## config.mk

```make
export PLATFORM = sky130hd
export DESIGN_NAME = fragment_reassembler
export DESIGN_NICKNAME = d
export VERILOG_FILES = /design/src/design/fra_pkg.sv /design/src/design/fra_store.sv /design/src/design/fra_ctrl.sv /design/src/design/fra_out.sv /design/src/design/fragment_reassembler.sv
export SDC_FILE = /design/constraint.sdc
export NUM_CORES = 2
export LEC_CHECK = 0
export BUFFER_PORTS_ARGS = -buffer_cell sky130_fd_sc_hd__buf_2
export CAP_MARGIN = 20
export CORE_AREA = 5 5 403 405
export DETAILED_ROUTE_END_ITERATION = 10
export DIE_AREA = 0 0 408 410
export MAX_ROUTING_LAYER = met4
export PLACE_DENSITY_LB_ADDON = 0.25
export SETUP_SLACK_MARGIN = 0.4
export SYNTH_ARGS = -nofsm -noshare
export SYNTH_HDL_FRONTEND = slang
export SYNTH_SLANG_ARGS = --single-unit
```

## constraint.sdc

```tcl
create_clock -name clk -period 23 [get_ports clk]
set_clock_uncertainty 0.15 [all_clocks]
set_input_delay 1.15 -clock clk [delete_from_list [all_inputs] [get_ports clk]]
set_output_delay 1.15 -clock clk [all_outputs]
set_load 0.005 [all_outputs]
```

## src/design/fra_pkg.sv

```systemverilog
// Shared types, constants and a helper function for the fragment reassembler.
`default_nettype none
package fra_pkg;

  localparam int MAX_FRAGMENTS_DEF = 16;
  localparam int CHUNK_BYTES = 16;
  localparam int LEN_W = 5;
  localparam int DATA_W = 64;
  localparam int POS_W = 8;
  localparam logic [LEN_W-1:0] LEN_FIELD_MASK = 5'h1f;

  typedef struct packed {
    logic [LEN_W-1:0]  len;
    logic [DATA_W-1:0] hi;
    logic [DATA_W-1:0] lo;
  } chunk_t;

  typedef struct packed {
    logic             valid;
    logic             status;
    logic [POS_W-1:0] position;
    logic             last;
  } load_t;

  localparam logic STATUS_CHUNK = 1'b0;
  localparam logic STATUS_RANGE = 1'b1;

  // Clamps the length field and zeroes every byte past the length.
  function automatic chunk_t make_chunk(logic [7:0] flags, logic [DATA_W-1:0] lo,
                                        logic [DATA_W-1:0] hi);
    chunk_t c;
    logic [LEN_W-1:0] len;
    len = flags[LEN_W-1:0] & LEN_FIELD_MASK;
    if (len > LEN_W'(CHUNK_BYTES)) begin
      len = LEN_W'(CHUNK_BYTES);
    end
    c.len = len;
    for (int b = 0; b < 8; b++) begin
      c.lo[8*b +: 8] = (LEN_W'(b) < len) ? lo[8*b +: 8] : 8'h00;
      c.hi[8*b +: 8] = (LEN_W'(b + 8) < len) ? hi[8*b +: 8] : 8'h00;
    end
    return c;
  endfunction

endpackage
`default_nettype wire

```

## src/design/fra_store.sv

```systemverilog
// Chunk store: one-write, one-read memory with a registered read port.
`default_nettype none
module fra_store
  import fra_pkg::*;
#(
  parameter int DEPTH = MAX_FRAGMENTS_DEF,
  parameter int IDX_W = 4
) (
  input  wire logic             clk,
  input  wire logic             wr_en,
  input  wire logic [IDX_W-1:0] wr_addr,
  input  wire chunk_t           wr_data,
  input  wire logic             rd_en,
  input  wire logic [IDX_W-1:0] rd_addr,
  output chunk_t                rd_data
);

  chunk_t mem [DEPTH];

  always_ff @(posedge clk) begin
    if (wr_en) begin
      mem[wr_addr] <= wr_data;
    end
  end

  always_ff @(posedge clk) begin
    if (rd_en) begin
      rd_data <= mem[rd_addr];
    end
  end

endmodule
`default_nettype wire

```

## src/design/fra_ctrl.sv

```systemverilog
// Reassembly control: presence mask, fragment count, completion and drain sequencing.
`default_nettype none
module fra_ctrl
  import fra_pkg::*;
#(
  parameter int MAX_FRAGMENTS = MAX_FRAGMENTS_DEF,
  parameter int IDX_W = 4
) (
  input  wire logic              clk,
  input  wire logic              rst,
  input  wire logic              in_valid,
  output logic                   in_ready,
  input  wire logic [7:0]        frag_index,
  input  wire logic [7:0]        frag_total,
  input  wire logic [7:0]        frag_flags,
  input  wire logic [DATA_W-1:0] payload_low,
  input  wire logic [DATA_W-1:0] payload_high,
  input  wire logic              out_free,
  output logic                   wr_en,
  output logic [IDX_W-1:0]       wr_addr,
  output chunk_t                 wr_data,
  output logic                   rd_en,
  output logic [IDX_W-1:0]       rd_addr,
  output load_t                  ld
);

  localparam int CNT_W = $clog2(MAX_FRAGMENTS + 1);

  typedef enum logic [1:0] {
    ST_IDLE  = 2'b01,
    ST_DRAIN = 2'b10
  } state_t;

  state_t                   state, state_next;
  logic                     total_known;
  logic [7:0]               expected_total;
  logic [CNT_W-1:0]         received_count;
  logic [MAX_FRAGMENTS-1:0] present_mask;
  logic [MAX_FRAGMENTS-1:0] drain_mask;
  logic                     rd_pending;
  logic [POS_W-1:0]         rd_pos;
  logic                     rd_last;

  logic                     in_accept;
  logic                     out_of_range;
  logic                     is_dup;
  logic                     err_load;
  logic                     move;
  logic                     cmpl;
  logic [7:0]               eff_total;
  logic [CNT_W-1:0]         count_inc;
  logic [MAX_FRAGMENTS-1:0] new_bit;
  logic [MAX_FRAGMENTS-1:0] lowest;
  logic [MAX_FRAGMENTS-1:0] rest;
  logic [IDX_W-1:0]         first;

  assign in_ready     = (state == ST_IDLE) && !rd_pending && out_free;
  assign in_accept    = in_valid && in_ready;
  assign out_of_range = frag_index >= 8'(MAX_FRAGMENTS);
  assign wr_addr      = frag_index[IDX_W-1:0];
  assign new_bit      = MAX_FRAGMENTS'(1) << wr_addr;
  assign is_dup       = |(present_mask & new_bit);
  assign wr_en        = in_accept && !out_of_range && !is_dup;
  assign wr_data      = make_chunk(frag_flags, payload_low, payload_high);
  assign err_load     = in_accept && out_of_range;
  assign eff_total    = total_known ? expected_total : frag_total;
  assign count_inc    = received_count + CNT_W'(1);
  assign cmpl         = wr_en && (8'(count_inc) == eff_total);

  assign lowest = drain_mask & (~drain_mask + MAX_FRAGMENTS'(1));
  assign rest   = drain_mask & ~lowest;

  always_comb begin
    first = '0;
    for (int i = 0; i < MAX_FRAGMENTS; i++) begin
      first = first | (lowest[i] ? IDX_W'(i) : IDX_W'(0));
    end
  end

  assign move    = rd_pending && out_free;
  assign rd_en   = (state == ST_DRAIN) && (!rd_pending || out_free);
  assign rd_addr = first;

  always_comb begin
    ld.valid    = move || err_load;
    ld.status   = err_load ? STATUS_RANGE : STATUS_CHUNK;
    ld.position = err_load ? frag_index : rd_pos;
    ld.last     = err_load ? 1'b1 : rd_last;
  end

  always_comb begin
    state_next = state;
    case (state)
      ST_IDLE: begin
        if (cmpl) begin
          state_next = ST_DRAIN;
        end
      end
      ST_DRAIN: begin
        if (rd_en && (rest == '0)) begin
          state_next = ST_IDLE;
        end
      end
      default: begin
        state_next = ST_IDLE;
      end
    endcase
  end

  always_ff @(posedge clk) begin
    if (rst) begin
      state          <= ST_IDLE;
      total_known    <= 1'b0;
      expected_total <= '0;
      received_count <= '0;
      present_mask   <= '0;
      drain_mask     <= '0;
      rd_pending     <= 1'b0;
    end else begin
      state      <= state_next;
      rd_pending <= rd_en || (rd_pending && !move);
      if (cmpl) begin
        total_known    <= 1'b0;
        expected_total <= '0;
        received_count <= '0;
        present_mask   <= '0;
        drain_mask     <= present_mask | new_bit;
      end else begin
        if (in_accept && !total_known) begin
          total_known    <= 1'b1;
          expected_total <= frag_total;
        end
        if (wr_en) begin
          received_count <= count_inc;
          present_mask   <= present_mask | new_bit;
        end
        if (rd_en) begin
          drain_mask <= rest;
        end
      end
    end
  end

  always_ff @(posedge clk) begin
    if (rd_en) begin
      rd_pos  <= POS_W'(first);
      rd_last <= (rest == '0);
    end
  end

  a_no_load_clash: assert property (@(posedge clk) disable iff (rst)
    !(err_load && move))
    else $error("range error and drained chunk loaded together");

  a_drain_blocks_input: assert property (@(posedge clk) disable iff (rst)
    (state == ST_DRAIN) |-> !in_ready)
    else $error("input accepted during drain");

  a_read_present: assert property (@(posedge clk) disable iff (rst)
    rd_en |-> drain_mask[rd_addr])
    else $error("read of an entry not in the drain set");

  a_cmpl_clears: assert property (@(posedge clk) disable iff (rst)
    cmpl |=> (present_mask == '0) && (state == ST_DRAIN) && !total_known)
    else $error("store not cleared after completion");

endmodule
`default_nettype wire

```

## src/design/fra_out.sv

```systemverilog
// Output register holding one result word until the consumer takes it.
`default_nettype none
module fra_out
  import fra_pkg::*;
(
  input  wire logic         clk,
  input  wire logic         rst,
  input  wire load_t        ld,
  input  wire chunk_t       rd_data,
  output logic              out_free,
  output logic              out_valid,
  input  wire logic         out_ready,
  output logic              status,
  output logic [POS_W-1:0]  chunk_position,
  output logic [LEN_W-1:0]  chunk_bytes,
  output logic [DATA_W-1:0] chunk_low,
  output logic [DATA_W-1:0] chunk_high,
  output logic              last
);

  assign out_free = !out_valid || out_ready;

  always_ff @(posedge clk) begin
    if (rst) begin
      out_valid <= 1'b0;
    end else if (ld.valid) begin
      out_valid <= 1'b1;
    end else if (out_ready) begin
      out_valid <= 1'b0;
    end
  end

  always_ff @(posedge clk) begin
    if (ld.valid) begin
      status         <= ld.status;
      chunk_position <= ld.position;
      last           <= ld.last;
      if (ld.status == STATUS_RANGE) begin
        chunk_bytes <= '0;
        chunk_low   <= '0;
        chunk_high  <= '0;
      end else begin
        chunk_bytes <= rd_data.len;
        chunk_low   <= rd_data.lo;
        chunk_high  <= rd_data.hi;
      end
    end
  end

endmodule
`default_nettype wire

```

## src/design/fragment_reassembler.sv

```systemverilog
// Fragment reassembler top level: control, chunk store and output register.
// A range error appears in the cycle after its fragment. On completion the store
// drains one chunk per cycle while the output register is free; the first chunk passes
// the drain state, the store read port and the output register in that order. No
// fragment is taken during a drain. Reset clears the control state and the presence
// mask; the chunk store itself is not cleared and needs no clearing pass.
`default_nettype none
module fragment_reassembler
  import fra_pkg::*;
#(
  parameter int MAX_FRAGMENTS = MAX_FRAGMENTS_DEF
) (
  input  wire logic              clk,
  input  wire logic              rst,
  input  wire logic              in_valid,
  output logic                   in_ready,
  input  wire logic [7:0]        frag_index,
  input  wire logic [7:0]        frag_total,
  input  wire logic [7:0]        frag_flags,
  input  wire logic [DATA_W-1:0] payload_low,
  input  wire logic [DATA_W-1:0] payload_high,
  output logic                   out_valid,
  input  wire logic              out_ready,
  output logic                   status,
  output logic [POS_W-1:0]       chunk_position,
  output logic [LEN_W-1:0]       chunk_bytes,
  output logic [DATA_W-1:0]      chunk_low,
  output logic [DATA_W-1:0]      chunk_high,
  output logic                   last
);

  localparam int IDX_W = (MAX_FRAGMENTS > 1) ? $clog2(MAX_FRAGMENTS) : 1;

  logic             out_free;
  logic             wr_en;
  logic [IDX_W-1:0] wr_addr;
  chunk_t           wr_data;
  logic             rd_en;
  logic [IDX_W-1:0] rd_addr;
  chunk_t           rd_data;
  load_t            ld;

  fra_ctrl #(
    .MAX_FRAGMENTS(MAX_FRAGMENTS),
    .IDX_W(IDX_W)
  ) u_ctrl (
    .clk(clk),
    .rst(rst),
    .in_valid(in_valid),
    .in_ready(in_ready),
    .frag_index(frag_index),
    .frag_total(frag_total),
    .frag_flags(frag_flags),
    .payload_low(payload_low),
    .payload_high(payload_high),
    .out_free(out_free),
    .wr_en(wr_en),
    .wr_addr(wr_addr),
    .wr_data(wr_data),
    .rd_en(rd_en),
    .rd_addr(rd_addr),
    .ld(ld)
  );

  fra_store #(
    .DEPTH(MAX_FRAGMENTS),
    .IDX_W(IDX_W)
  ) u_store (
    .clk(clk),
    .wr_en(wr_en),
    .wr_addr(wr_addr),
    .wr_data(wr_data),
    .rd_en(rd_en),
    .rd_addr(rd_addr),
    .rd_data(rd_data)
  );

  fra_out u_out (
    .clk(clk),
    .rst(rst),
    .ld(ld),
    .rd_data(rd_data),
    .out_free(out_free),
    .out_valid(out_valid),
    .out_ready(out_ready),
    .status(status),
    .chunk_position(chunk_position),
    .chunk_bytes(chunk_bytes),
    .chunk_low(chunk_low),
    .chunk_high(chunk_high),
    .last(last)
  );

endmodule
`default_nettype wire
```

Word-level counts from Yosys, hierarchy flattened
Memory sizes are Yosys's and may differ from the RTL's. A register that Yosys moved wholly into a read port is not among the register bits. Cells that the tools add are included.

Memories kept: 1. Logic and storage cells: 136. Flip-flop bits (word level): 198. RAM bits: 2128. Output and inout bits: 145. Input port bits: 156.

Memory list: u_store.mem (depth 16, bits a word 133, read ports 1, clocked after memory_dff 1, write ports 1, RTL line fra_store.sv:18) `chunk_t mem [DEPTH];`.

Bitwise operators: 20. Muxes and demuxes: 44. Equal/unequal tests: 5. Shift operators: 1. $add $sub $neg: 2. Reduce and logical (&&, ||, !) cells: 28. Order comparisons: 18.

Operators by type and width (count): $mux 8 (17); $or 4x4->4 (14); $and 16x16->16 (3); $lt 4x5->1 const A (8); $mux 4 (9); $mux 16 (2); $not 16->16 (2); $lt 3x5->1 const A (4); $add 16x1->16 const B (1); $logic_not 16->1 (1); $or 16x16->16 (1); $reduce_or 16->1 (1); $shl 1x4->16 const A (1); $logic_and 1x1->1 (12); $mux 3 (4); $lt 1x5->1 const A (2); $lt 2x5->1 const A (2); $eq 5x8->1 (1); $ge 8x5->1 const B (1); $mux 2 (4); $logic_not 1->1 (6); $mux 1 (6); $add 5x1->5 const B (1); $gt 5x5->1 const B (1); 10 further kinds (14).

Depth between registers and ports, before layout
Depth after elaboration: 18. Gate-level depth with buffers: 14. Gate-level depth less buffers: 8.

Cells and area by module
Synthesis repeated with hierarchy kept, for this count alone.

Cells, all modules: 4313. Area total of the unflattened synthesis: 93399.6 µm².

By module, submodules not included: fra_store (seq. area each 67895.1 µm², times used 1, area an instance 84033.1 µm², cells each 3491); fra_out (seq. area each 4314.1 µm², times used 1, area an instance 5248.8 µm², cells each 294); fra_ctrl (seq. area each 1131.1 µm², times used 1, area an instance 4117.7 µm², cells each 528).

Least setup slack after synthesis
Ideal clock, no wire load.

Path type: input -> register. Start point: in out_ready. End point: mem u_store.mem[4][0] (netlist name) (enable). Path slack: 6.831 ns. Library setup time: 0.958 ns. Stages: 5. Path buffers: 0. Arrival: 15.062 ns. Data required time: 21.892 ns. Cells stage by stage: nor2b_1 nor4b_1 o2111a_1 nand3_1 nor4_1.

Cells in the longest elaborated chain, start to end: 7.

Ends and longest elaborated chain: start: declaration (RTL line fragment_reassembler.sv:23) `input wire logic out_ready,`; $logic_or 1x1->1 (RTL line fra_out.sv:21) `assign out_free = !out_valid || out_ready;`; $logic_and 1x1->1 (RTL line fra_ctrl.sv:57) `assign in_ready = (state == ST_IDLE) && !rd_pending && out_free;`; $logic_and 1x1->1 (RTL line fra_ctrl.sv:58) `assign in_accept = in_valid && in_ready;`; $logic_and 1x1->1 (2 in a row) (RTL line fra_ctrl.sv:63) `assign wr_en = in_accept && !out_of_range && !is_dup;`; $mux 1 (RTL line fra_store.sv:21) `if (wr_en) begin`; $mux 1 (not written as such) (RTL line fra_store.sv:22) `mem[wr_addr] <= wr_data;`; end: declaration (RTL line fra_store.sv:18).

Every way passes these cells.

Worst setup path in the final report
Start point: reg u_ctrl.drain_mask[0]. End point: reg, netlist name u_store.rd_data[33].

Cells in the longest elaborated chain, start to end: 18. Elaborated cells between the ends (all ways): 32. Those cells by class: 1 x add/sub; 15 x mux; 16 x bitwise.

Ends and longest elaborated chain: start: declaration (RTL line fra_ctrl.sv:39) `logic [MAX_FRAGMENTS-1:0] drain_mask;`; start signal: assignment (RTL line fra_ctrl.sv:127) `drain_mask <= present_mask | new_bit;`; start signal: assignment (RTL line fra_ctrl.sv:138) `drain_mask <= rest;`; $not 16->16 (*) (RTL line fra_ctrl.sv:70) `assign lowest = drain_mask & (~drain_mask + MAX_FRAGMENTS'(1));`; $add 16x1->16 (*) (RTL line fra_ctrl.sv:70); $and 16x16->16 (*) (RTL line fra_ctrl.sv:70); $mux 1 / $mux 2 (equally long branches) (RTL line fra_ctrl.sv:76) `first = first | (lowest[i] ? IDX_W'(i) : IDX_W'(0));`; $or 4x4->4 (13 in a row) (RTL line fra_ctrl.sv:76); $or 4x4->4 (*) (RTL line fra_ctrl.sv:76).

Every way passes the cells marked *; elsewhere a longest branch is shown, timed or not. A chain may end at the register's enable or synchronous reset.

==> flow_metrics.py <==
metrics = {
    "setup_path": {
        "critPathMaxStageDelay_ns": 0.83,
        "cp_num_buf_inv": 4,
        "critPathLaunchType": "flop",
        "reg2reg_depth": 11,
        "worstPathMaxFanout": 146,
        "worst_ep_arrival_time_ns": 6.93,
        "r2r_start": "u_ctrl.drain_mask[0]$_SDFFE_PP0P_",
        "worst_path_most_repeated_cell": "buf_4",
        "cp_cell_sequence": "or4_1, nor4_1, o21a_1, nor2_4, buf_4, inv_8, buf_12, buf_4, mux4_2, a22oi_1, nand2_1",
        "cp-end-kind": "flop",
        "r2r_end": "u_store.rd_data[33]$_DFFE_PP_",
        "worstPathRequired_ns": 23.44,
        "crit_type": "flop to flop",
        "worst_path_max_delay_cell": "buf_4",
        "path_delay_family": "buffers and inverters",
        "ff2ff_setup_slack_ns": 16.51,
    },
    "global_route": {
        "overflow": 0,
        "grt_pass1_vias": 46207,
        "grt_pass1_wl_um": 316000,
        "grtUsageTotal": 0.268,
        "grt_max_degree": 147,
        "grt_antenna_before_repair": 17,
    },
    "timing": {
        "layout_min_cycle_time_ns": 6.49,
        "worstMarginPinSlew_ns": 1.18,
        "max_freq_ghz": 0.154,
        "setup_tns_ns": 0,
        "setup_violations": 0,
        "fin_crit_sh": 0.282,
        "rsz0062_at_grt": "no",
        "hold_viol": 0,
        "final_max_slew_viol_count": 0,
        "max_slew_margin": 0.215,
    },
    "routing": {
        "drc": 0,
        "vias_per_cell": 6.44,
        "drt-total-wl_um": 218000,
        "drt-initial-drc-count": 5863,
        "antenna_left": 0,
        "vias": 46112,
        "dr.pass1.iters": 7,
        "post_drt_wl_per_cell_um": 30.5,
    },
    "floorplan": {
        "core_area_um2": 158000,
        "start_util": 0.587,
        "die_w_um": 408,
        "die-area_um2": 167000,
        "rows": 146,
        "num_io_pins": 301,
        "die_h_um": 410,
    },
    "cts": {
        "cts.sinks": 2459,
        "clkTransAtPathRegs_ns": 0.06,
        "cts_resized": 0,
        "cts_root_buffer": "clkbuf_16",
        "postCtsHoldBufs": 0,
        "cts_buffers": 227,
        "cts_tree": "yes",
        "clk_latency_ns": 0.85,
        "clockBufferDepth": 3,
        "cts_setup_buffers": 0,
        "h-tree-depth": 4,
    },
    "place": {
        "dp_hpwl_um": 109000,
        "port_buffers": 297,
        "gp_congestion": 0.785,
    },
    "job": {
        "cap_viol_max_count": 0,
    },
    "finish": {
        "drive_gt1_frac": 0.234,
        "layout.nets": 5035,
        "num-fill-cells": 10040,
        "synthToLayoutAreaGrowth_pct": 12.2,
        "final_common_cell": "edfxtp_1",
        "most-common-layout-cells": "2409 x edfxtp_1, 395 x mux4_2, 297 x buf_2, 227 x clkbuf_16, 196 x and2_1",
    },
    "pwr": {
        "leakage_uw": 0.0342,
        "ir_worst_vdd_mv": 0.0797,
        "powerDensity_nw_per_um2": 84.4,
        "totalPowerFinal_uw": 8790,
    },
    "synth": {
        "syn_avg_cell_area_um2": 20.6,
        "async_flop_share": 0,
        "synthTopCellsByArea": "edfxtp_1 78%, mux4_2 9.6%, mux2i_1 1.8%",
        "synth_area_um2": 92800,
        "yosysWarnings": 0,
        "synth_edf_count": 2409,
        "netlist.area_leader.share": 0.779,
        "synthFlopType": "edfxtp_1",
        "syn_inst": 4507,
        "syn_nets": 4664,
        "yosysTopAreaCell": "edfxtp_1",
        "synth-seq-area-share": 0.790,
        "synth_cell_type_count": 67,
        "ys_seq_elements": 2459,
    },
    "status": {
        "status": "finished clean",
    },
    "hold_path": {
        "min_to": "u_ctrl.received_count[1]$_SDFFE_PP0P_",
        "min_path_cells": 2,
        "hp-start": "u_ctrl.received_count[1]$_SDFFE_PP0P_",
        "hold_path.class": "flop to flop",
    },
}
==> cell usage after synthesis (7+ instances only) <==
cell       count
edfxtp_1    2409
mux4_2       395
and2_1       197
nand2_1      181
mux2i_1      169
a22oi_1      145
clkbuf_1     132
buf_2         92
nor2b_1       87
nor2_1        84
a21oi_1       78
o22ai_1       55
dfxtp_1       50
mux2_2        39
o21ai_0       38
nand3_1       34
a221oi_1      32
o211ai_1      31
a222oi_1      30
o2bb2ai_1     23
nor3_1        18
a211oi_1      17
a22o_1        12
buf_4         11
o21a_1        10
nand2b_1       9
o31ai_1        9
a32oi_1        8
nor4_1         8
or3_1          8
xnor2_1        8
buf_1          7
==> metrics by stage <==
| step | cell area, µm² | hold WS (ns) | utilization | instances | setup WS, ns |
|---|---|---|---|---|---|
| after floorplan | 92800 | 0.299 | - | 4507 | 6.83 |
| after global placement | 96800 | 0.312 | 0.613 | 6718 | 16.61 |
| after detailed placement | 96800 | 0.316 | 0.613 | 6719 | 16.65 |
| after CTS | 104000 | 0.329 | 0.659 | 7144 | 16.63 |
| after global routing | 104000 | 0.346 | 0.659 | 7159 | 16.28 |
| final | 104000 | 0.326 | 0.659 | 7162 | 16.51 |
==> report_power, final <==
group / leakage, µW / switching (µW) / internal [µW] / total, µW
clock: 0.00353 / 1600 / 2030 / 3640
combinational: 0.00824 / 140 / 49.8 / 190
sequential: 0.0225 / 6.77 / 4950 / 4960
==> flip-flops by register name (all words and copies together), names as in the netlist <==
name and cells:
u_ctrl.drain_mask 16, u_ctrl.expected_total 8, u_ctrl.present_mask 16, u_ctrl.rd_last 1, u_ctrl.rd_pending 1, u_ctrl.rd_pos 4
u_ctrl.received_count 5, u_ctrl.state 2, u_ctrl.total_known 1, u_out.chunk_bytes 5, u_out.chunk_high 64, u_out.chunk_low 64
u_out.chunk_position 8, u_out.last 1, u_out.out_valid 1, u_out.status 1, u_store.mem 2128, u_store.rd_data 133
==> worst reg2reg max path: stages, from the launching register on <==
cell and delay, ns:
dfxtp_1 0.41, or4_1 0.75, nor4_1 0.79, o21a_1 0.41
nor2_4 0.06, buf_4 0.34, inv_8 0.68, buf_12 0.66
buf_4 1.15, mux4_2 0.47, a22oi_1 0.24, nand2_1 0.11
==> how the worst max path moves through the flow <==
| stage | from | end | slack (ns) | depth (start not counted) |
|---|---|---|---|---|
| global placement | u_ctrl.drain_mask[0]$_SDFFE_PP0P_ | u_store.rd_data[42]$_DFFE_PP_ | 16.61 | 11 |
| detailed placement | u_ctrl.drain_mask[0]$_SDFFE_PP0P_ | u_store.rd_data[42]$_DFFE_PP_ | 16.65 | 11 |
| floorplan | out_ready | u_store.mem[4][0]$_DFFE_PP_ | 6.83 | 5 |
| finish | u_ctrl.drain_mask[0]$_SDFFE_PP0P_ | u_store.rd_data[33]$_DFFE_PP_ | 16.51 | 11 |
| CTS | u_ctrl.drain_mask[0]$_SDFFE_PP0P_ | u_store.rd_data[42]$_DFFE_PP_ | 16.63 | 11 |
| global route | u_ctrl.drain_mask[0]$_SDFFE_PP0P_ | u_store.rd_data[49]$_DFFE_PP_ | 16.28 | 11 |
==> logic make-up (layout without fill, tap and decap cells) <==
| group | after synthesis | after routing | share of synthesized area |
|---|---|---|---|
| buf+inv | 256 | 823 | 0.0125 |
| flops | 2459 | 2459 | 0.790 |
| mux | 603 | 603 | 0.119 |
| compound gates | 520 | 520 | 0.0403 |
| fa+ha+maj | 3 | 3 | 0.000351 |
| simple gates | 655 | 655 | 0.0367 |
| xor+xnor | 11 | 11 | 0.00104 |
| other cells | 0 | 16 | 0 |
==> layout make-up <==
| class | count | area [µm²] | share of cell area |
|---|---|---|---|
| flip-flops and latches | 2459 | 73300 | 0.704 |
| multi-input cells | 1792 | 18600 | 0.178 |
| clock buffers | 276 | 5860 | 0.0563 |
| well taps | 2072 | 2590 | 0.0249 |
| repair buffers | 390 | 2320 | 0.0223 |
| clock inverters | 149 | 1380 | 0.0133 |
| inverters | 8 | 45.0 | 0.000432 |
| diodes | 16 | 40.0 | 0.000384 |
==> routing by layer <==
metal  share of wire  track usage  vias up
li1                -            -    19315
met1            0.39        0.373    24003
met2            0.49        0.414     2489
met3            0.10       0.0579      305
met4           0.022       0.0673        0
met5               0            -        -
No activity file was read; power rests on OpenSTA's default activity.
